File: config.mk
export PLATFORM = sky130hd
export DESIGN_NAME = distance_vector_table_update
export DESIGN_NICKNAME = d
export VERILOG_FILES = /design/src/design/dvtu_pkg.sv /design/src/design/distance_vector_table_update.sv /design/src/design/dvtu_table.sv /design/src/design/dvtu_seq.sv
export SDC_FILE = /design/constraint.sdc
export NUM_CORES = 2
export LEC_CHECK = 0
export ABC_AREA = 1
export ABC_CLOCK_PERIOD_IN_PS = 8750
export BUFFER_PORTS_ARGS = -buffer_cell sky130_fd_sc_hd__buf_2
export CORE_ASPECT_RATIO = 1.75
export CORE_UTILIZATION = 55
export CTS_CLUSTER_DIAMETER = 80
export DETAILED_ROUTE_END_ITERATION = 12
export HOLD_SLACK_MARGIN = 0.1
export PLACE_DENSITY = 0.72
export SKIP_LAST_GASP = 1
export SLEW_MARGIN = 20
export SYNTH_ARGS = -nofsm -noshare
export SYNTH_HDL_FRONTEND = slang
export SYNTH_SLANG_ARGS = --single-unit
export TNS_END_PERCENT = 30
File: constraint.sdc
create_clock -name clock -period 8.75 [get_ports clock]
set_input_delay 2.625 -clock clock [delete_from_list [all_inputs] [get_ports clock]]
set_output_delay 2.625 -clock clock [all_outputs]
set_load 0.01 [all_outputs]
File: src/design/dvtu_pkg.sv
// ----------------------------------------------------------------------------
// dvtu_pkg
// Types and constants shared by the distance vector table update modules.
// ----------------------------------------------------------------------------
package dvtu_pkg;

   localparam int KIND_W = 2;
   localparam int SLOT_W = 4;
   localparam int ADDR_W = 32;
   localparam int ID_W   = 16;
   localparam int COST_W = 16;

   localparam logic [COST_W-1:0] INF_COST_RESET = 16'hFFFF;

   typedef enum logic [KIND_W-1:0] {
      KIND_LOAD   = 2'd0,
      KIND_BEGIN  = 2'd1,
      KIND_ADVERT = 2'd2,
      KIND_READ   = 2'd3
   } kind_type;

   // one routing table entry as stored in the memory
   typedef struct packed {
      logic [ADDR_W-1:0] address;
      logic [ID_W-1:0]   ident;
      logic [COST_W-1:0] cost;
      logic [ID_W-1:0]   hop;
      logic              dead;
   } entry_type;

endpackage

File: src/design/distance_vector_table_update.sv
// ----------------------------------------------------------------------------
// distance_vector_table_update
// Distance-vector routing table with Bellman-Ford relaxation of advertised
// entries against the cost of the sending neighbor.
// ----------------------------------------------------------------------------
//   port group  direction  handshake            carries
//   req_        in         req_valid/req_stall  load, begin, advert, read item
//   rsp_        out        rsp_valid/rsp_stall  one result per item
//   csr_        in         csr_valid/csr_ready  infinity cost
//
// Load and read: each item passes through the access, result and idle steps.
// Begin and advertised entry: the single table read port visits one slot per
// cycle, write-back following in the cycle after the read.
// Reset clears all table entries at once through per-entry valid bits.
// A result still stalled when the next one is ready holds the block in its
// result step until that result transfers.
// ----------------------------------------------------------------------------
module distance_vector_table_update
   import dvtu_pkg::*;
#(
   parameter int TABLE_ENTRIES = 16
) (
   input  logic              clock,
   input  logic              reset,
   input  logic              req_valid,
   output logic              req_stall,
   input  logic [KIND_W-1:0] req_kind,
   input  logic [SLOT_W-1:0] req_slot,
   input  logic [ADDR_W-1:0] req_address,
   input  logic [ID_W-1:0]   req_router_ident,
   input  logic [COST_W-1:0] req_path_cost,
   input  logic [ID_W-1:0]   req_hop,
   input  logic              req_dead_mark,
   input  logic              req_last_entry,
   output logic              rsp_valid,
   input  logic              rsp_stall,
   output logic              rsp_table_changed,
   output logic              rsp_packet_done,
   output logic              rsp_sender_found,
   output logic [ID_W-1:0]   rsp_read_ident,
   output logic [COST_W-1:0] rsp_read_cost,
   output logic [ID_W-1:0]   rsp_read_hop,
   output logic              rsp_read_dead,
   input  logic              csr_valid,
   output logic              csr_ready,
   input  logic [COST_W-1:0] csr_infinity_cost
);

   localparam int IDX_W = $clog2(TABLE_ENTRIES);

   logic [COST_W-1:0] infinity_cost_ff, infinity_cost_in;
   logic              tbl_wr_en;
   logic [IDX_W-1:0]  tbl_wr_addr;
   entry_type         tbl_wr_data;
   logic [IDX_W-1:0]  tbl_rd_addr;
   entry_type         tbl_rd_data;

   assign csr_ready        = 1'b1;
   assign infinity_cost_in = (csr_valid && csr_ready) ? csr_infinity_cost : infinity_cost_ff;

   always_ff @(posedge clock) begin
      if (reset) begin
         infinity_cost_ff <= INF_COST_RESET;
      end else begin
         infinity_cost_ff <= infinity_cost_in;
      end
   end

   dvtu_seq #(
      .TABLE_ENTRIES (TABLE_ENTRIES)
   ) u_seq (
      .clock             (clock),
      .reset             (reset),
      .req_valid         (req_valid),
      .req_stall         (req_stall),
      .req_kind          (req_kind),
      .req_slot          (req_slot),
      .req_address       (req_address),
      .req_router_ident  (req_router_ident),
      .req_path_cost     (req_path_cost),
      .req_hop           (req_hop),
      .req_dead_mark     (req_dead_mark),
      .req_last_entry    (req_last_entry),
      .infinity_cost     (infinity_cost_ff),
      .rsp_valid         (rsp_valid),
      .rsp_stall         (rsp_stall),
      .rsp_table_changed (rsp_table_changed),
      .rsp_packet_done   (rsp_packet_done),
      .rsp_sender_found  (rsp_sender_found),
      .rsp_read_ident    (rsp_read_ident),
      .rsp_read_cost     (rsp_read_cost),
      .rsp_read_hop      (rsp_read_hop),
      .rsp_read_dead     (rsp_read_dead),
      .tbl_wr_en         (tbl_wr_en),
      .tbl_wr_addr       (tbl_wr_addr),
      .tbl_wr_data       (tbl_wr_data),
      .tbl_rd_addr       (tbl_rd_addr),
      .tbl_rd_data       (tbl_rd_data)
   );

   dvtu_table #(
      .TABLE_ENTRIES (TABLE_ENTRIES)
   ) u_table (
      .clock   (clock),
      .reset   (reset),
      .wr_en   (tbl_wr_en),
      .wr_addr (tbl_wr_addr),
      .wr_data (tbl_wr_data),
      .rd_addr (tbl_rd_addr),
      .rd_data (tbl_rd_data)
   );

endmodule

File: src/design/dvtu_table.sv
// ----------------------------------------------------------------------------
// dvtu_table
// Routing table memory: one write port, one registered read port, and a
// valid bit per entry so that reset clears the whole table at once.
// ----------------------------------------------------------------------------
module dvtu_table
   import dvtu_pkg::*;
#(
   parameter int TABLE_ENTRIES = 16,
   localparam int IDX_W = $clog2(TABLE_ENTRIES)
) (
   input  logic             clock,
   input  logic             reset,
   input  logic             wr_en,
   input  logic [IDX_W-1:0] wr_addr,
   input  entry_type        wr_data,
   input  logic [IDX_W-1:0] rd_addr,
   output entry_type        rd_data
);

   entry_type                entry_mem_ff [TABLE_ENTRIES];
   logic [TABLE_ENTRIES-1:0] valid_ff;
   entry_type                rd_data_ff;
   logic                     rd_valid_ff;

   always_ff @(posedge clock) begin
      if (wr_en) begin
         entry_mem_ff[wr_addr] <= wr_data;
      end
      rd_data_ff <= entry_mem_ff[rd_addr];
   end

   always_ff @(posedge clock) begin
      if (reset) begin
         valid_ff    <= '0;
         rd_valid_ff <= 1'b0;
      end else begin
         if (wr_en) begin
            valid_ff[wr_addr] <= 1'b1;
         end
         rd_valid_ff <= valid_ff[rd_addr];
      end
   end

   // never-written entries read as the cleared value
   assign rd_data = rd_valid_ff ? rd_data_ff : '0;

endmodule

File: src/design/dvtu_seq.sv
// ----------------------------------------------------------------------------
// dvtu_seq
// Item sequencer: takes one item, accesses a slot or scans the table one slot
// per cycle in a read-modify-write pipeline, keeps sender state, holds result.
// ----------------------------------------------------------------------------
module dvtu_seq
   import dvtu_pkg::*;
#(
   parameter int TABLE_ENTRIES = 16,
   localparam int IDX_W = $clog2(TABLE_ENTRIES)
) (
   input  logic              clock,
   input  logic              reset,
   input  logic              req_valid,
   output logic              req_stall,
   input  logic [KIND_W-1:0] req_kind,
   input  logic [SLOT_W-1:0] req_slot,
   input  logic [ADDR_W-1:0] req_address,
   input  logic [ID_W-1:0]   req_router_ident,
   input  logic [COST_W-1:0] req_path_cost,
   input  logic [ID_W-1:0]   req_hop,
   input  logic              req_dead_mark,
   input  logic              req_last_entry,
   input  logic [COST_W-1:0] infinity_cost,
   output logic              rsp_valid,
   input  logic              rsp_stall,
   output logic              rsp_table_changed,
   output logic              rsp_packet_done,
   output logic              rsp_sender_found,
   output logic [ID_W-1:0]   rsp_read_ident,
   output logic [COST_W-1:0] rsp_read_cost,
   output logic [ID_W-1:0]   rsp_read_hop,
   output logic              rsp_read_dead,
   output logic              tbl_wr_en,
   output logic [IDX_W-1:0]  tbl_wr_addr,
   output entry_type         tbl_wr_data,
   output logic [IDX_W-1:0]  tbl_rd_addr,
   input  entry_type         tbl_rd_data
);

   localparam logic [IDX_W-1:0] IDX_LAST = IDX_W'(TABLE_ENTRIES - 1);

   typedef enum logic [4:0] {
      S_IDLE   = 5'b00001,
      S_ACCESS = 5'b00010,
      S_SCAN   = 5'b00100,
      S_DRAIN  = 5'b01000,
      S_RESULT = 5'b10000
   } state_type;

   state_type         state_ff, state_in;
   logic [IDX_W-1:0]  idx_ff, idx_in;
   logic              p_valid_ff, p_valid_in;
   logic [IDX_W-1:0]  p_idx_ff, p_idx_in;
   logic              sender_valid_ff, sender_valid_in;
   logic [COST_W-1:0] sender_cost_ff, sender_cost_in;
   logic [ID_W-1:0]   sender_ident_ff, sender_ident_in;
   logic              change_seen_ff, change_seen_in;

   // item registers
   kind_type          kind_ff, kind_in;
   logic              slot_ok_ff, slot_ok_in;
   logic [ADDR_W-1:0] addr_ff, addr_in;
   logic [ID_W-1:0]   ident_ff, ident_in;
   logic [COST_W-1:0] cost_ff, cost_in;
   logic [ID_W-1:0]   hop_ff, hop_in;
   logic              dead_ff, dead_in;
   logic              last_ff, last_in;
   logic [COST_W:0]   sum_ff, sum_in;

   // result register
   logic              rsp_valid_ff, rsp_valid_in;
   logic              rsp_changed_ff, rsp_changed_in;
   logic              rsp_done_ff, rsp_done_in;
   logic              rsp_found_ff, rsp_found_in;
   logic [ID_W-1:0]   rsp_ident_ff, rsp_ident_in;
   logic [COST_W-1:0] rsp_cost_ff, rsp_cost_in;
   logic [ID_W-1:0]   rsp_hop_ff, rsp_hop_in;
   logic              rsp_dead_ff, rsp_dead_in;

   logic              item_read;

   assign req_stall   = (state_ff != S_IDLE);
   assign tbl_rd_addr = idx_ff;
   assign item_read   = (kind_ff == KIND_READ) && slot_ok_ff;

   always_comb begin
      state_in        = state_ff;
      idx_in          = idx_ff;
      p_valid_in      = 1'b0;
      p_idx_in        = idx_ff;
      sender_valid_in = sender_valid_ff;
      sender_cost_in  = sender_cost_ff;
      sender_ident_in = sender_ident_ff;
      change_seen_in  = change_seen_ff;
      kind_in         = kind_ff;
      slot_ok_in      = slot_ok_ff;
      addr_in         = addr_ff;
      ident_in        = ident_ff;
      cost_in         = cost_ff;
      hop_in          = hop_ff;
      dead_in         = dead_ff;
      last_in         = last_ff;
      sum_in          = sum_ff;
      rsp_valid_in    = rsp_valid_ff && rsp_stall;
      rsp_changed_in  = rsp_changed_ff;
      rsp_done_in     = rsp_done_ff;
      rsp_found_in    = rsp_found_ff;
      rsp_ident_in    = rsp_ident_ff;
      rsp_cost_in     = rsp_cost_ff;
      rsp_hop_in      = rsp_hop_ff;
      rsp_dead_in     = rsp_dead_ff;
      tbl_wr_en       = 1'b0;
      tbl_wr_addr     = p_idx_ff;
      tbl_wr_data     = tbl_rd_data;

      case (state_ff)
         S_IDLE: begin
            if (req_valid) begin
               kind_in    = kind_type'(req_kind);
               slot_ok_in = (int'(req_slot) < TABLE_ENTRIES);
               addr_in    = req_address;
               ident_in   = req_router_ident;
               cost_in    = req_path_cost;
               hop_in     = req_hop;
               dead_in    = req_dead_mark;
               last_in    = req_last_entry;
               sum_in     = {1'b0, req_path_cost} + {1'b0, sender_cost_ff};
               case (kind_type'(req_kind))
                  KIND_LOAD, KIND_READ: begin
                     idx_in   = IDX_W'(req_slot);
                     state_in = S_ACCESS;
                  end
                  KIND_BEGIN: begin
                     sender_valid_in = 1'b0;
                     change_seen_in  = 1'b0;
                     idx_in          = '0;
                     state_in        = S_SCAN;
                  end
                  default: begin
                     idx_in   = '0;
                     state_in = S_SCAN;
                  end
               endcase
            end
         end
         S_ACCESS: begin
            if ((kind_ff == KIND_LOAD) && slot_ok_ff) begin
               tbl_wr_en           = 1'b1;
               tbl_wr_addr         = idx_ff;
               tbl_wr_data.address = addr_ff;
               tbl_wr_data.ident   = ident_ff;
               tbl_wr_data.cost    = cost_ff;
               tbl_wr_data.hop     = hop_ff;
               tbl_wr_data.dead    = dead_ff;
            end
            state_in = S_RESULT;
         end
         S_SCAN: begin
            p_valid_in = 1'b1;
            p_idx_in   = idx_ff;
            if (idx_ff == IDX_LAST) begin
               state_in = S_DRAIN;
            end else begin
               idx_in = idx_ff + IDX_W'(1);
            end
         end
         S_DRAIN: begin
            state_in = S_RESULT;
         end
         S_RESULT: begin
            if (!rsp_valid_ff || !rsp_stall) begin
               rsp_valid_in   = 1'b1;
               rsp_changed_in = change_seen_ff;
               rsp_done_in    = (kind_ff == KIND_ADVERT) && last_ff;
               rsp_found_in   = sender_valid_ff;
               rsp_ident_in   = item_read ? tbl_rd_data.ident : '0;
               rsp_cost_in    = item_read ? tbl_rd_data.cost : '0;
               rsp_hop_in     = item_read ? tbl_rd_data.hop : '0;
               rsp_dead_in    = item_read ? tbl_rd_data.dead : 1'b0;
               if ((kind_ff == KIND_ADVERT) && last_ff) begin
                  sender_valid_in = 1'b0;
               end
               state_in = S_IDLE;
            end
         end
         default: begin
            state_in = S_IDLE;
         end
      endcase

      // slot read last cycle; write-back goes to the slot that was read
      if (p_valid_ff) begin
         if (kind_ff == KIND_BEGIN) begin
            if (!sender_valid_ff && (tbl_rd_data.address == addr_ff)) begin
               sender_valid_in = 1'b1;
               sender_cost_in  = tbl_rd_data.cost;
               sender_ident_in = tbl_rd_data.ident;
            end
         end else if ((kind_ff == KIND_ADVERT) && sender_valid_ff) begin
            if ((tbl_rd_data.ident == ident_ff) && (sum_ff < {1'b0, tbl_rd_data.cost})) begin
               tbl_wr_en = 1'b1;
               if (tbl_rd_data.dead) begin
                  tbl_wr_data.cost = infinity_cost;
               end else begin
                  tbl_wr_data.cost = sum_ff[COST_W-1:0];
                  tbl_wr_data.hop  = sender_ident_ff;
               end
               change_seen_in = 1'b1;
            end
         end
      end
   end

   always_ff @(posedge clock) begin
      if (reset) begin
         state_ff        <= S_IDLE;
         p_valid_ff      <= 1'b0;
         sender_valid_ff <= 1'b0;
         sender_cost_ff  <= '0;
         sender_ident_ff <= '0;
         change_seen_ff  <= 1'b0;
         rsp_valid_ff    <= 1'b0;
      end else begin
         state_ff        <= state_in;
         p_valid_ff      <= p_valid_in;
         sender_valid_ff <= sender_valid_in;
         sender_cost_ff  <= sender_cost_in;
         sender_ident_ff <= sender_ident_in;
         change_seen_ff  <= change_seen_in;
         rsp_valid_ff    <= rsp_valid_in;
      end
   end

   always_ff @(posedge clock) begin
      idx_ff         <= idx_in;
      p_idx_ff       <= p_idx_in;
      kind_ff        <= kind_in;
      slot_ok_ff     <= slot_ok_in;
      addr_ff        <= addr_in;
      ident_ff       <= ident_in;
      cost_ff        <= cost_in;
      hop_ff         <= hop_in;
      dead_ff        <= dead_in;
      last_ff        <= last_in;
      sum_ff         <= sum_in;
      rsp_changed_ff <= rsp_changed_in;
      rsp_done_ff    <= rsp_done_in;
      rsp_found_ff   <= rsp_found_in;
      rsp_ident_ff   <= rsp_ident_in;
      rsp_cost_ff    <= rsp_cost_in;
      rsp_hop_ff     <= rsp_hop_in;
      rsp_dead_ff    <= rsp_dead_in;
   end

   assign rsp_valid         = rsp_valid_ff;
   assign rsp_table_changed = rsp_changed_ff;
   assign rsp_packet_done   = rsp_done_ff;
   assign rsp_sender_found  = rsp_found_ff;
   assign rsp_read_ident    = rsp_ident_ff;
   assign rsp_read_cost     = rsp_cost_ff;
   assign rsp_read_hop      = rsp_hop_ff;
   assign rsp_read_dead     = rsp_dead_ff;

endmodule

# ---- Yosys cells after proc, flatten, opt, wreduce, memory -nomap -nowiden
# Memory sizes are Yosys's and may differ from the RTL's. A register that Yosys moved wholly into a read port is not among the register bits.
# Cells that the tools add are included.
dict set report totals {
  ff_bits 235
  elab_cells 123
  n_memories 1
  mem_bits_rw 1296
  in_bits 109
  out_inout_bits 55
}
# name words width rd rd_ports_with_merged_regs wr line
set mem_list {}
lappend mem_list {u_table.entry_mem_ff 16 81 1 1 1 dvtu_table.sv:21} ;# entry_type entry_mem_ff [TABLE_ENTRIES];
dict set report classes {
  muxes 50
  bitwise_logic 1
  magnitude_cmp 4
  reduce_logical 20
  add_sub_neg 2
  eq_ne 18
}
# cell count
set op_table {}
lappend op_table {{81-bit two-way mux} 3}
lappend op_table {{32-bit two-way mux} 4}
lappend op_table {{32-bit == test} 1}
lappend op_table {{16-bit two-way mux} 2}
lappend op_table {{1-bit two-way mux} 27}
lappend op_table {{4-bit two-way mux} 5}
lappend op_table {{5-bit case mux with 4 select lines} 1}
lappend op_table {{16-bit by 16-bit adder with 17-bit output} 1}
lappend op_table {{17-bit by 16-bit less-than comparator with 1-bit output} 1}
lappend op_table {{16-bit == test} 1}
lappend op_table {{16-bit bitwise OR} 1}
lappend op_table {{5-bit two-way mux} 3}
lappend op_table {{4-bit by 5-bit less-than comparator with 1-bit output (second input constant)} 2}
lappend op_table {{3-bit AND reduction} 3}
lappend op_table {{4-bit case mux with 2 select lines} 1}
lappend op_table {{2-bit == test (second input constant)} 3}
lappend op_table {{1-bit logical AND} 6}
lappend op_table {{5-bit by 1-bit == test with 1-bit output (second input constant)} 1}
lappend op_table {{5-bit by 2-bit == test with 1-bit output (second input constant)} 1}
lappend op_table {{5-bit by 3-bit == test with 1-bit output (second input constant)} 1}
lappend op_table {{5-bit by 4-bit == test with 1-bit output (second input constant)} 1}
lappend op_table {{5-bit == test (second input constant)} 1}
lappend op_table {{5-bit by 1-bit inequality test with 1-bit output (second input constant)} 1}
lappend op_table {{4-bit by 1-bit adder with 4-bit output (second input constant)} 1}
lappend op_table {{15 further kinds} 23}

# ---- Logic depth before layout (Yosys ltp)
dict set report depth {
  word_depth 9
  mapped_depth 22
  mapped_depth_nobuf 15
}

# ---- By module
# From an unflattened synthesis, not the netlist that was laid out.
dict set report unflattened {
  hier_cells 5553
  area_unflattened_um2 65708.0
}
# mod cells_per_inst n_inst area_per_inst_um2
set modules_own_cells {}
lappend modules_own_cells {dvtu_table 4137 1 54120.7}
lappend modules_own_cells {dvtu_seq 1344 1 10913.0}
lappend modules_own_cells {distance_vector_table_update 72 1 674.4}

# ---- Least setup slack after synthesis
# Ideal clock, no wire load.
dict set report synth_timing {
  path_type {in2reg}
  startpoint {input req_valid}
  endpoint {register u_seq.sender_valid_ff}
  setup_time_ns 0.132
  stages 5
  path_buffers 0
  slack_ns 1.160
  required_ns 8.618
  arrival_ns 7.458
  path_cell_list {inv_1 nor2_1 nand2_1 nand3_1 a21oi_1}
}
dict set report synth_via {
  elab_chain_len 5
}
# item line
set synth_rtl {}
lappend synth_rtl {{start, declared} distance_vector_table_update.sv:25} ;# input logic req_valid,
lappend synth_rtl {{1-bit two-way mux *} dvtu_seq.sv:119} ;# if (req_valid) begin
lappend synth_rtl {{1-bit case mux with 2 select lines *} dvtu_seq.sv:117} ;# case (state_ff)
lappend synth_rtl {{1-bit two-way mux} dvtu_seq.sv:195} ;# if (!sender_valid_ff && (tbl_rd_data.address == addr_ff)) begin
lappend synth_rtl {{1-bit two-way mux} dvtu_seq.sv:194} ;# if (kind_ff == KIND_BEGIN) begin
lappend synth_rtl {{1-bit two-way mux *} dvtu_seq.sv:193} ;# if (p_valid_ff) begin
lappend synth_rtl {{end signal, assigned} dvtu_seq.sv:227} ;# sender_valid_ff <= sender_valid_in;
lappend synth_rtl {{end, declared} dvtu_seq.sv:55} ;# logic sender_valid_ff, sender_valid_in;
# Mark *: on every way between the ends. The rest lies on a longest branch, timed or not.
# A chain may end at the register's enable or synchronous reset.

# ---- Final worst setup path
dict set report layout_timing {
  startpoint {register u_table.rd_valid_ff}
  endpoint {memory u_table.entry_mem_ff[2][7] (netlist name) (enable)}
}
dict set report layout_via {
  elab_chain_len 9
  elab_cells_between_ends 10
}
# item line
set layout_rtl {}
lappend layout_rtl {{start, declared} dvtu_table.sv:24} ;# logic rd_valid_ff;
lappend layout_rtl {{start signal, assigned} dvtu_table.sv:41} ;# rd_valid_ff <= valid_ff[rd_addr];
lappend layout_rtl {{81-bit two-way mux *} dvtu_table.sv:46} ;# assign rd_data = rd_valid_ff ? rd_data_ff : '0;
lappend layout_rtl {{17-bit by 16-bit less-than comparator with 1-bit output / 16-bit == test (equally long branches)} dvtu_seq.sv:201} ;# if ((tbl_rd_data.ident == ident_ff) && (sum_ff < {1'b0, tbl_rd_data.cost})) begin
lappend layout_rtl {{1-bit logical AND *} dvtu_seq.sv:201}
lappend layout_rtl {{1-bit two-way mux *} dvtu_seq.sv:201}
lappend layout_rtl {{1-bit two-way mux *} dvtu_seq.sv:200} ;# end else if ((kind_ff == KIND_ADVERT) && sender_valid_ff) begin
lappend layout_rtl {{1-bit two-way mux *} dvtu_seq.sv:194}
lappend layout_rtl {{1-bit two-way mux *} dvtu_seq.sv:193}
lappend layout_rtl {{1-bit two-way mux *} dvtu_table.sv:27} ;# if (wr_en) begin
lappend layout_rtl {{1-bit two-way mux (not written as such) *} dvtu_table.sv:28} ;# entry_mem_ff[wr_addr] <= wr_data;
lappend layout_rtl {{end, declared} dvtu_table.sv:21}
# Marked as above.

==> impl_metrics.py <==
metrics = {
    "status": {
        "outcome": "finished, final reports clean",
    },
    "worst_setup_path": {
        "required_ns": 9.15,
        "cp_num_buf_inv": 3,
        "start_kind": "register",
        "critPathArrivalTime_ns": 5.94,
        "cpMaxStageDelayCell": "dfxtp_4",
        "r2r_slack_ns": 3.22,
        "path_cells": "nand2_1, ha_1, nand2_1, inv_1, nand2_1, nand2_1, nand2_1, nand2_1, nand2_1, nand3_1, nor2_1, nand3_2, nand2_1, nand2_1, nor2_4, buf_4, buf_4",
        "critPathKind": "register to register",
        "crit_fanout": 54,
        "worstSetupEndpointType": "register",
        "worst_path_most_repeated_cell": "nand2_1",
        "reg2reg_from": "u_table.rd_valid_ff",
        "slowest_delay_ns": 0.79,
        "reg2reg_to": "u_table.entry_mem_ff[2][7]",
        "crit_family": "simple AND/OR/NAND/NOR gates",
        "reg2reg_depth": 17,
    },
    "detailed_routing": {
        "firstDrtPassIters": 8,
        "first_iter_violations": 4948,
        "via_count": 41700,
        "drc": 0,
        "ant_nets": 0,
        "drt-vias-per-instance": 6.22,
        "wl_per_cell_um": 24.4,
        "route.final.wire_length_um": 164000,
    },
    "global_routing": {
        "grt_pass1_wl_um": 243000,
        "grt_overflow": 0,
        "first_global_vias": 40900,
        "grt_max_degree": 212,
        "antenna_found_initial": 5,
        "grt_usage": 0.279,
    },
    "min_path": {
        "hp-class": "register to register",
        "holdPathEnd": "u_seq.rsp_table_changed",
        "holdPathStages": 0,
        "hold_start": "u_seq.change_seen_ff",
    },
    "floorplanning": {
        "dieHeight_um": 450,
        "rows": 164,
        "io_pins": 164,
        "core_region_area_sq_um": 114000,
        "start_util": 0.554,
        "dieArea_sq_um": 116000,
        "fp.dieW_um": 258,
    },
    "cts": {
        "cts_hold_buf": 0,
        "insertion_delay_ns": 0.78,
        "cts_root_buffer": "clkbuf_16",
        "cts_setup_buffers": 0,
        "cts_resized": 0,
        "cts_tree": "yes",
        "htree_num_levels": 4,
        "clock_path_buffers": 3,
        "cts_buffers": 138,
        "cts_sinks": 1612,
        "clk_pin_slew_worst_paths_ns": 0.06,
    },
    "synthesis": {
        "synth_top_family_by_area": "compound AO/OA/AOI/OAI gates",
        "syn_avg_cell_area_sq_um": 12.6,
        "synth_xor_area_frac": 0.00416,
        "synth.area.mux_share": 0.00254,
        "synth_compound_area_frac": 0.112,
        "syn-instance-count": 5027,
        "synthSimpleGateAreaFrac": 0.105,
        "synthAdderAreaFrac": 0.00686,
        "ys_ff_latch": 1612,
        "synth_edf_count": 1453,
        "synth_fp_nets": 5170,
        "async_flop_share": 0,
        "synth_cell_types": 38,
        "seq_area_frac_synth": 0.742,
        "yosys_warnings": 0,
        "synthesis.area_sq_um": 63100,
        "synthFlopType": "edfxtp_1",
    },
    "place": {
        "dp.cells": 6457,
        "dp_hpwl_um": 92200,
        "port_buffers": 162,
        "gp_congestion": 0.874,
    },
    "sta": {
        "fin_tns_setup_ns": 0,
        "final_max_slew_viol_count": 0,
        "relSlewSlack": 0.143,
        "fmax_mhz": 181,
        "hold_viol": 0,
        "worstMarginPinSlew_ns": 1.29,
        "rsz0062_at_grt": "false",
        "setup_viol": 0,
        "finalCriticalPeriod_ns": 5.53,
        "holdWs_ns": 0.441,
        "clock-skew-final_ns": 0.0333,
        "fin_crit_sh": 0.632,
    },
    "cells_and_area": {
        "drive_gt1_frac": 0.102,
        "final_nets": 5247,
        "area_growth_pct": 11.2,
        "layoutNonFillerInstCount": 6710,
    },
    "power": {
        "pwr_density_cell_nw_per_um2": 285,
        "power_leakage_nw": 23.7,
        "vdd_drop_max_mv": 0.265,
    },
    "job": {
        "max_cap_viol_count": 0,
    },
}
flip-flops by register name (all words and copies together) (netlist names), 16 cells and up:
signal and count:
u_table.entry_mem_ff 1296, u_table.rd_data_ff 81, u_seq.addr_ff 32, u_seq.sum_ff 17, infinity_cost_ff 16, u_seq.cost_ff 16
u_seq.hop_ff 16, u_seq.ident_ff 16, u_seq.rsp_read_cost 16, u_seq.rsp_read_hop 16, u_seq.rsp_read_ident 16, u_seq.sender_cost_ff 16
u_seq.sender_ident_ff 16, u_table.valid_ff 16
cell families (layout without fill, tap and decap cells):
family | Yosys count | in the layout
XOR/XNOR | 30 | 30
buffers and inverters | 429 | 617
flip-flops | 1612 | 1612
multiplexers | 16 | 16
other | 1 | 2
adder cells (fa/ha/maj) | 34 | 34
AND/OR/NAND/NOR | 1667 | 1667
AO/OA/AOI/OAI | 1238 | 1238
cell type report:
cell class              instances  area (sq um)
diodes                          1          2.50
clock buffers                 182          3820
clock inverters                69           759
fillers                      8448         43700
inverters                      94           379
multi-input cells            2986         14800
flip-flops and latches       1612         46800
well taps                    1494          1870
repair buffers                272          1740
worst max-delay path by stage:
stage / endpoint / cells past startpoint / startpoint
finish: u_table.entry_mem_ff[2][7] / 17 / u_table.rd_valid_ff
floorplan: u_seq.sender_valid_ff / 5 / req_valid
global route: u_table.entry_mem_ff[2][7] / 15 / u_table.rd_valid_ff
detailed placement: u_table.entry_mem_ff[1][39] / 12 / u_table.rd_valid_ff
global placement: u_table.entry_mem_ff[1][36] / 14 / u_table.rd_valid_ff
CTS: u_table.entry_mem_ff[1][24] / 14 / u_table.rd_valid_ff
cells in the final DEF, fill, tap and decap left out, types with 6 or more instances in the layout:
master,synthesis,final
edfxtp_1,1453,1453
nor2_1,797,780
o21ai_0,778,757
nand2_1,604,603
nand3_1,230,229
o22ai_1,191,191
buf_2,8,162
dfxtp_1,159,158
clkbuf_16,0,145
o221ai_1,136,136
buf_4,13,102
inv_1,90,85
a21oi_1,81,80
ha_1,33,33
clkbuf_1,279,32
o211ai_1,28,28
xor2_1,21,21
clkinv_2,0,21
nor2_4,1,20
clkinv_1,1,19
mux2i_1,16,16
o21ai_1,11,16
o21ai_2,0,16
bufinv_16,0,15
nand4_1,9,9
xnor2_1,9,9
inv_6,0,7
buf_12,0,7
nor3_1,6,6
nand3b_1,6,6
layer usage:
layer,track usage,vias up,wire length [um]
met3,0.0393,418,12600
li1,-,18500,-
met2,0.487,2197,83900
met4,0.128,0,7090
met5,0,-,0
met1,0.344,20600,60300
worst register-to-register path: stages (launching register included):
cell	delay, ns
dfxtp_4	0.79
nand2_1	0.25
ha_1	0.37
nand2_1	0.10
inv_1	0.05
nand2_1	0.06
nand2_1	0.09
nand2_1	0.07
nand2_1	0.05
nand2_1	0.05
nand3_1	0.09
nor2_1	0.43
nand3_2	0.14
nand2_1	0.59
nand2_1	0.43
nor2_4	0.16
buf_4	0.74
buf_4	0.68
synth_stat cells (all sizes together), types with 28 or more instances:
cell type / count / area [sq um]
clkbuf: 279 / 1050
nor2: 800 / 3020
nand2: 607 / 2290
buf: 56 / 352
o21ai: 789 / 3950
dfxtp: 159 / 3180
inv: 93 / 349
o221ai: 136 / 1190
nand3: 230 / 1150
o22ai: 191 / 1190
edfxtp: 1453 / 43600
ha: 33 / 413
a21oi: 81 / 405
o211ai: 28 / 210
power breakdown:
part,switching [mW],internal (mW),total (mW)
sequential,0.171,9.13,9.31
combinational,3.31,1.17,4.48
clock,2.71,3.53,6.24
total,6.19,13.8,20.0
through the flow:
stage               setup WS (ns)   util  cell area (sq um)  power, mW
floorplan                    1.16      -              63100       12.3
global placement             3.31  0.575              65500       13.7
detailed placement           3.24  0.575              65500       13.9
CTS                          3.21  0.616              70100       20.0
global route                 2.96  0.616              70200       20.8
finish                       3.22  0.616              70200       20.0
(Power assumes the default switching activity.)
